==> src/sv/trr_pkg.sv <==
// ----------------------------------------------------------------------------
// trr_pkg: shared types and constants for the trace record ring
// Record layout, opcodes, ASCII codes and the line formatter.
// ----------------------------------------------------------------------------
`default_nettype none

package trr_pkg;

    localparam int MAX_DEPTH        = 1024;
    localparam int ADDR_W           = $clog2(MAX_DEPTH);
    localparam int CNT_W            = ADDR_W + 1;
    localparam int DEPTH_LOG2_W     = 4;
    localparam int LINE_CHARS       = 64;
    localparam int CHAR_IDX_W       = $clog2(LINE_CHARS);

    localparam logic [DEPTH_LOG2_W-1:0] DEPTH_LOG2_MAX   = DEPTH_LOG2_W'(ADDR_W);
    localparam logic [DEPTH_LOG2_W-1:0] DEPTH_LOG2_RESET = DEPTH_LOG2_W'(10);
    localparam logic [CHAR_IDX_W-1:0]   CHAR_IDX_LAST    = CHAR_IDX_W'(LINE_CHARS - 1);

    // operation codes
    localparam logic [1:0] OP_ENTRY = 2'd0;
    localparam logic [1:0] OP_EXIT  = 2'd1;
    localparam logic [1:0] OP_READ  = 2'd2;

    // ASCII
    localparam logic [7:0] CH_E    = 8'h45;
    localparam logic [7:0] CH_X    = 8'h58;
    localparam logic [7:0] CH_SP   = 8'h20;
    localparam logic [7:0] CH_NL   = 8'h0A;
    localparam logic [7:0] CH_ZERO = 8'h30;
    localparam logic [7:0] CH_A_10 = 8'h37;   // 'A' - 10
    localparam logic [7:0] CH_NUL  = 8'h00;

    typedef struct packed {
        logic        kind;     // 1 = exit
        logic [31:0] pc;
        logic [63:0] ts;
        logic [31:0] w0;
        logic [31:0] w1;
        logic [31:0] w2;
        logic [31:0] w3;
    } rec_t;

    localparam int REC_W = $bits(rec_t);

    // controller -> datapath
    typedef struct packed {
        logic store;       // write event into ring
        logic fetch;       // read oldest record, pop
        logic emit_char;   // load next character into output register
        logic emit_empty;  // load empty result into output register
    } cmd_t;

    // datapath -> controller
    typedef struct packed {
        logic full;
        logic empty;
        logic out_free;
        logic last_char;
    } stat_t;

    function automatic logic [7:0] hex_char(input logic [3:0] n);
        logic [7:0] c;
        if (n < 4'd10)
            c = CH_ZERO + {4'h0, n};
        else
            c = CH_A_10 + {4'h0, n};
        return c;
    endfunction

    // character p of the formatted line for record r
    function automatic logic [7:0] char_at(input rec_t r, input logic [CHAR_IDX_W-1:0] p);
        logic [5:0] i;
        logic [7:0] ch;
        i  = 6'd0;
        ch = CH_SP;
        priority if (p == 6'd0)
        begin
            ch = r.kind ? CH_X : CH_E;
        end
        else if (p >= 6'd2 && p <= 6'd9)
        begin
            i  = 6'd9 - p;
            ch = hex_char(r.pc[{i[2:0], 2'b00} +: 4]);
        end
        else if (p >= 6'd11 && p <= 6'd26)
        begin
            i  = 6'd26 - p;
            ch = hex_char(r.ts[{i[3:0], 2'b00} +: 4]);
        end
        else if (p >= 6'd28 && p <= 6'd35)
        begin
            i  = 6'd35 - p;
            ch = hex_char(r.w0[{i[2:0], 2'b00} +: 4]);
        end
        else if (p >= 6'd37 && p <= 6'd44)
        begin
            i  = 6'd44 - p;
            ch = hex_char(r.w1[{i[2:0], 2'b00} +: 4]);
        end
        else if (p >= 6'd46 && p <= 6'd53)
        begin
            i  = 6'd53 - p;
            ch = hex_char(r.w2[{i[2:0], 2'b00} +: 4]);
        end
        else if (p >= 6'd55 && p <= 6'd62)
        begin
            i  = 6'd62 - p;
            ch = hex_char(r.w3[{i[2:0], 2'b00} +: 4]);
        end
        else if (p == CHAR_IDX_LAST)
        begin
            ch = CH_NL;
        end
        else
        begin
            ch = CH_SP;
        end
        return ch;
    endfunction

endpackage

`default_nettype wire

==> src/sv/trr_ctrl.sv <==
// ----------------------------------------------------------------------------
// trr_ctrl: controller of the trace record ring
// Sequences event capture, record fetch and character emission.
// ----------------------------------------------------------------------------
`default_nettype none

module trr_ctrl (
    input  wire logic           clk,
    input  wire logic           rst_n,
    input  wire logic           req_valid,
    input  wire logic [1:0]     req_op,
    output logic                req_ready,
    input  wire trr_pkg::stat_t stat,
    output trr_pkg::cmd_t       cmd
);

    typedef enum logic [1:0] {
        ST_IDLE,
        ST_WAIT,    // RAM read in flight
        ST_EMIT,
        ST_EMPTY
    } state_t;

    state_t state_reg;
    state_t state_next;
    logic   take;

    assign req_ready = (state_reg == ST_IDLE);
    assign take      = req_valid && req_ready;

    always_comb
    begin
        state_next     = state_reg;
        cmd            = '0;
        unique case (state_reg)
            ST_IDLE:
            begin
                if (take)
                begin
                    if ((req_op == trr_pkg::OP_ENTRY || req_op == trr_pkg::OP_EXIT)
                        && !stat.full)
                        cmd.store = 1'b1;
                    else if (req_op == trr_pkg::OP_READ)
                    begin
                        if (stat.empty)
                            state_next = ST_EMPTY;
                        else
                        begin
                            cmd.fetch  = 1'b1;
                            state_next = ST_WAIT;
                        end
                    end
                end
            end
            ST_WAIT:
            begin
                state_next = ST_EMIT;
            end
            ST_EMIT:
            begin
                if (stat.out_free)
                begin
                    cmd.emit_char = 1'b1;
                    if (stat.last_char)
                        state_next = ST_IDLE;
                end
            end
            ST_EMPTY:
            begin
                if (stat.out_free)
                begin
                    cmd.emit_empty = 1'b1;
                    state_next     = ST_IDLE;
                end
            end
            default:
            begin
                state_next = ST_IDLE;
            end
        endcase
    end

    always_ff @(posedge clk or negedge rst_n)
    begin
        if (!rst_n)
            state_reg <= ST_IDLE;
        else
            state_reg <= state_next;
    end

endmodule

`default_nettype wire

==> config.mk <==
export PLATFORM = sky130hd
export DESIGN_NAME = trr_ctrl
export DESIGN_NICKNAME = d
export VERILOG_FILES = /design/src/sv/trr_pkg.sv /design/src/sv/trr_ctrl.sv
export SDC_FILE = /design/constraint.sdc
export NUM_CORES = 1
export LEC_CHECK = 0
export BUFFER_PORTS_ARGS = -buffer_cell sky130_fd_sc_hd__buf_4
export CAP_MARGIN = 20
export CORE_AREA = 2 2 39 41
export CTS_BUF_LIST = sky130_fd_sc_hd__clkbuf_4
export CTS_CLUSTER_DIAMETER = 120
export DETAILED_ROUTE_END_ITERATION = 10
export DIE_AREA = 0 0 41 43
export SETUP_SLACK_MARGIN = 0.4
export SLEW_MARGIN = 20
export SYNTH_ARGS = -nofsm -noshare
export SYNTH_HDL_FRONTEND = slang
export SYNTH_SLANG_ARGS = --single-unit
==> constraint.sdc <==
create_clock -name clk -period 3.1 [get_ports clk]
set_clock_uncertainty 0.15 [all_clocks]
set_input_delay 0.93 -clock clk [delete_from_list [all_inputs] [get_ports clk]]
set_output_delay 0.93 -clock clk [all_outputs]
set_load 0.1 [all_outputs]
==> flow_summary.yaml, run 1 <==
run_status:
  status: "finished clean"
clock_network:
  h-tree-depth: 1
  cts_tree: "yes"
  postCtsHoldBufs: 0
  clk-insertion-delay-late_ns: 0.22
  clkSinkCount: 2
  clk_path_buf_depth: 2
  clk_pin_slew_worst_paths_ns: 0.03
  ctsRootBufferMaster: "clkbuf_4"
  cts_buffers: 3
cells_and_area:
  final_common_cell: "buf_4"
  largest_reg_flops: 2
  drive_gt1_frac: 0.719
  final_cell_mix: "11 x buf_4, 3 x clkbuf_4"
  fillers: 156
  utilization: 0.242
  nets: 43
  area_growth_pct: 133
  n_antenna_cell: 0
global_route:
  grt_antenna_before_repair: 0
  grt_pass1_wl_um: 848
  grt-ovfl-total: 0
  grtUsageTotal: 0.0762
  grt_start_max_net_pins: 7
  grt_pass1_vias: 230
critical_path:
  endpoint_kind: "output port"
  cp.required_ns: 2.02
  arrival_ns: 1.76
  start_kind: "primary input"
  crit_slowest_cell: "or3b_4"
  crit_family: "simple AND/OR/NAND/NOR gates"
  critPathKind: "primary input to output port"
  max_stage_delay_ns: 0.40
  worst-path-max-fanout: 3
  crit_chain: "buf_6 > or3b_4 > nor3_4 > buf_12"
  critPathBufInv: 2
power:
  p_sw_frac: 0.549
  vdd_drop_max_uv: 417
  power_density_nw_per_um2: 848
  p_total_mw: 0.284
  p_comb_frac: 0.636
  internal-power_mw: 0.128
  pwr-share-clk: 0.203
  netSwitchingPower_mw: 0.156
  seq_power_share: 0.161
  p_leak_nw: 0.154
sta:
  worst_pin_slew_ns: 0.280
  setup_slack_ns: 0.256
  period_share: 0.917
  period_needed_ns: 2.84
  relSlewSlack: 0.815
  rsz0062_at_grt: "true"
  hold_slack_ns: 0.332
  finalHoldViolCount: 0
  final_max_slew_viol_count: 0
  finalSetupViolations: 0
  fmax_mhz: 352
job:
  max_cap_violations: 0
synthesis:
  synthDistinctLibCells: 10
  syn_inst: 15
  syn-cell-area_um2: 144
  synth_area_per_cell_um2: 9.59
  ys_seq_area_frac: 0.348
  ys_seq_elements: 2
  syn_nets: 24
  yosysWarnings: 0
floorplanning:
  rows: 14
  dieWidth_um: 41
  initial_core_util: 0.104
  die_h_um: 43
  core_area_um2: 1380
  ios: 14
  die-area_um2: 1760
place:
  pre_cts_ws_ns: 0.169
  gp_congestion: 0.577
  io_buffers: 13
routing:
  ant_nets: 0
  route.detailed.drc: 0
  first_iter_violations: 2
  vias: 175
  vias_per_cell: 3.65
  wl_um: 431
  firstDrtPassIters: 4
  avgRoutedWirePerCell_um: 8.98
hold_path:
  min_path_type: "primary input to asynchronous set/reset pin"
layout make-up:
| class | instances | area (µm²) | area share |
|---|---|---|---|
| Timing Repair Buffer | 14 | 134 | 0.399 |
| Multi-Input combinational cell | 13 | 109 | 0.325 |
| Sequential cell | 2 | 50.0 | 0.149 |
| Clock buffer | 3 | 22.5 | 0.0672 |
| Tap cell | 16 | 20.0 | 0.0597 |
cells by family after synthesis:
family,synth area share
AO/OA/AOI/OAI,0.148
flip-flops,0.348
AND/OR/NAND/NOR,0.504
cells in the mapped netlist, drive strengths merged:
| master | count | area (µm²) |
|---|---|---|
| a2bb2oi | 1 | 8.76 |
| and3 | 1 | 7.51 |
| dfrtp | 2 | 50.1 |
| nand2 | 2 | 7.51 |
| nand2b | 1 | 6.26 |
| nand4b | 1 | 8.76 |
| nor2 | 3 | 11.3 |
| nor3 | 2 | 20.0 |
| o22ai | 1 | 12.5 |
| or3b | 1 | 11.3 |
metal layers:
metal,global-route usage,vias to the layer above,wire length [µm]
met5,0,-,0
met1,0.0737,78,146
met4,0.0800,0,0
li1,-,89,-
met2,0.103,8,247
met3,0.0419,0,37
through the flow:
step,TNS [ns],area (µm²),instances
2_1_floorplan,-0.132,159,15
3_3_place_gp,0,277,44
3_5_place_dp,0,277,44
4_1_cts,0,335,48
5_1_grt,0,335,48
6_report,0,335,48
final timing paths:
path | depth (start not counted) | to | slack [ns] | startpoint
setup / recovery | 4 | cmd[2] | 0.26 | req_valid
hold / removal | 1 | state_reg[1] | 0.33 | rst_n
setup reg to reg | 3 | state_reg[0] | 1.74 | state_reg[0]
hold reg to reg | 2 | state_reg[0] | 0.46 | state_reg[1]
max in group asynchronous | 1 | state_reg[0] | 2.38 | rst_n
min in group clk | 2 | state_reg[0] | 0.46 | state_reg[1]
power groups by stage:
stage,registers (mW),logic (mW),clock network [mW]
final,0.0456,0.181,0.0577
after global routing,0.0476,0.191,0.0656
after CTS,0.0456,0.182,0.0620
after detailed placement,0.0459,0.170,0
after global placement,0.0455,0.170,0
after floorplan,0.0432,0.136,0
timing repair:
| action | CTS | global route |
|---|---|---|
| setup buffers | 1 | 0 |
| endpoints found under the setup margin | 2 | 2 |
| resized for setup | 7 | 0 |
| gates cloned | 0 | 0 |
worst reg2reg max path: stages (launching register included):
cell and delay (ns):
dfrtp_1 0.42, or3b_4 0.43, buf_4 0.15, o22ai_2 0.12
Note: power is estimated with default switching activity, not from simulation.
==> run 2, diff against run 1 <==
Settings changed: BUFFER_PORTS_ARGS -buffer_cell sky130_fd_sc_hd__buf_4 to default, DONT_BUFFER_PORTS from default to 1.
==> run 2 against run 1 <==
Compared with the run above:
- critical path depth down 1
- worst hold slack worse by 0.079 ns
- register-to-register slack better by 0.12 ns
- final area down 23%
- wire length down 4.9%
- sequential share of layout area up 4.4 points
- cell count down 21%
- critical endpoint unchanged
- count of clock-buffer cells in the layout unchanged
==> flow_summary.yaml, run 2 (synthesis results as in run 1) <==
clock_network:
  clk-insertion-delay-late_ns: 0.22
  cts_tree: "yes"
  h-tree-depth: 1
  clk_path_buf_depth: 2
  clkSinkCount: 2
  cts_buffers: 3
  cts.repair.resized: 0
  clk_pin_slew_worst_paths_ns: 0.03
  ctsRootBufferMaster: "clkbuf_4"
sta:
  rsz0062_at_grt: "true"
  period_needed_ns: 2.77
  fmax_mhz: 361
  finalSetupViolations: 0
  period_share: 0.894
  final_max_slew_viol_count: 0
  worst_pin_slew_ns: 0.497
  relSlewSlack: 0.671
  finalHoldViolCount: 0
cells_and_area:
  largest_reg_flops: 2
  multi_input_area_um2: 111
  seq_area_um2: 50.0
  stdcell_count: 38
  area_growth_pct: 80.0
  fillers: 153
  final_common_cell: "clkbuf_4"
  drive_gt1_frac: 0.636
  nets: 33
  fin_area_um2: 259
  n_antenna_cell: 0
power:
  p_sw_frac: 0.565
  p_total_mw: 0.271
  netSwitchingPower_mw: 0.153
  vdd_drop_max_uv: 444
  power_density_nw_per_um2: 1050
  p_leak_nw: 0.105
  p_comb_frac: 0.611
  pwr-share-clk: 0.213
  internal-power_mw: 0.118
  seq_power_share: 0.176
floorplanning:
  die_h_um: 43
  core_area_um2: 1380
  ios: 14
  rows: 14
  initial_core_util: 0.104
  dieWidth_um: 41
  die-area_um2: 1760
run_status:
  status: "finished clean"
critical_path:
  endpoint_kind: "output port"
  crit_family: "simple AND/OR/NAND/NOR gates"
  worst-path-max-fanout: 3
  start_kind: "primary input"
  crit_chain: "or3b_4 > nor3_4 > buf_12"
  cp.required_ns: 2.02
  critPathBufInv: 1
  critPathKind: "primary input to output port"
  max_stage_delay_ns: 0.40
  crit_slowest_cell: "or3b_4"
  arrival_ns: 1.69
routing:
  first_iter_violations: 3
  wl_um: 410
  vias_per_cell: 3.63
  met3_wirelength_um: 58
  route.detailed.drc: 0
  wl_met1_um: 127
  vias: 138
  avgRoutedWirePerCell_um: 10.8
  ant_nets: 0
  route.met2.wl_um: 223
  firstDrtPassIters: 4
  highest_layer: "met3"
place:
  io_buffers: 0
  dpl.hpwl_um: 336
  gp_congestion: 0.563
  place_area_um2: 236
  dp.cells: 35
global_route:
  grtUsageTotal: 0.0642
  grt-ovfl-total: 0
  grt_start_max_net_pins: 7
  grt_pass1_vias: 168
  grt_antenna_before_repair: 0
  grt_pass1_wl_um: 696
hold_path:
  min_path_type: "primary input to asynchronous set/reset pin"
job:
  max_cap_violations: 0
-- run 2: cell count changes in the layout (fill, tap and decap cells not counted) --
| cell | delta |
|---|---|
| nor2_1 | -1 |
| buf_4 | -9 |
| nor2_2 | +1 |
| buf_6 | -1 |
-- run 2: worst paths after layout --
| path | start | endpoint | slack [ns] | depth (start not counted) |
|---|---|---|---|---|
| worst max-delay path | req_valid | cmd[2] | 0.33 | 3 |
| worst min-delay path | rst_n | state_reg[0] | 0.25 | 0 |
| worst max register to register | state_reg[0] | state_reg[0] | 1.86 | 2 |
| worst min register to register | state_reg[1] | state_reg[0] | 0.47 | 2 |
| max in group asynchronous | rst_n | state_reg[1] | 2.48 | 0 |
| min in group clk | state_reg[1] | state_reg[0] | 0.47 | 2 |
-- run 2: per-layer routing --
metal / up-vias / GRT usage
li1: 69 / -
met1: 63 / 0.0673
met2: 6 / 0.0781
met3: 0 / 0.0314
met4: 0 / 0.0800
met5: - / 0
-- run 2: per-stage QoR --
step	TNS, ns	utilization	setup slack, ns	hold WS, ns
floorplan	-0.132	-	-0.0662	0.417
global placement	0	0.171	0.331	0.460
detailed placement	0	0.171	0.324	0.462
CTS	0	0.187	0.324	0.241
global route	0	0.187	0.309	0.239
finish	0	0.187	0.327	0.253
-- run 2: power groups by stage --
stage / registers, mW / clock network [mW] / logic, mW
2_1_floorplan: 0.0432 / 0 / 0.136
3_3_place_gp: 0.0474 / 0 / 0.166
3_5_place_dp: 0.0474 / 0 / 0.166
4_1_cts: 0.0472 / 0.0620 / 0.166
5_1_grt: 0.0498 / 0.0633 / 0.172
6_report: 0.0477 / 0.0577 / 0.165
-- run 2: area by class of cell --
cell class | instances | share of cell area
Clock buffer | 3 | 0.0870
Multi-Input combinational cell | 13 | 0.430
Sequential cell | 2 | 0.193
Tap cell | 16 | 0.0773
Timing Repair Buffer | 4 | 0.213
-- run 2: what timing repair did --
item,4_1_cts,5_1_grt
cloned,0,0
endpoints found under the setup margin,2,2
hold buffers,0,0
buffers inserted,0,0
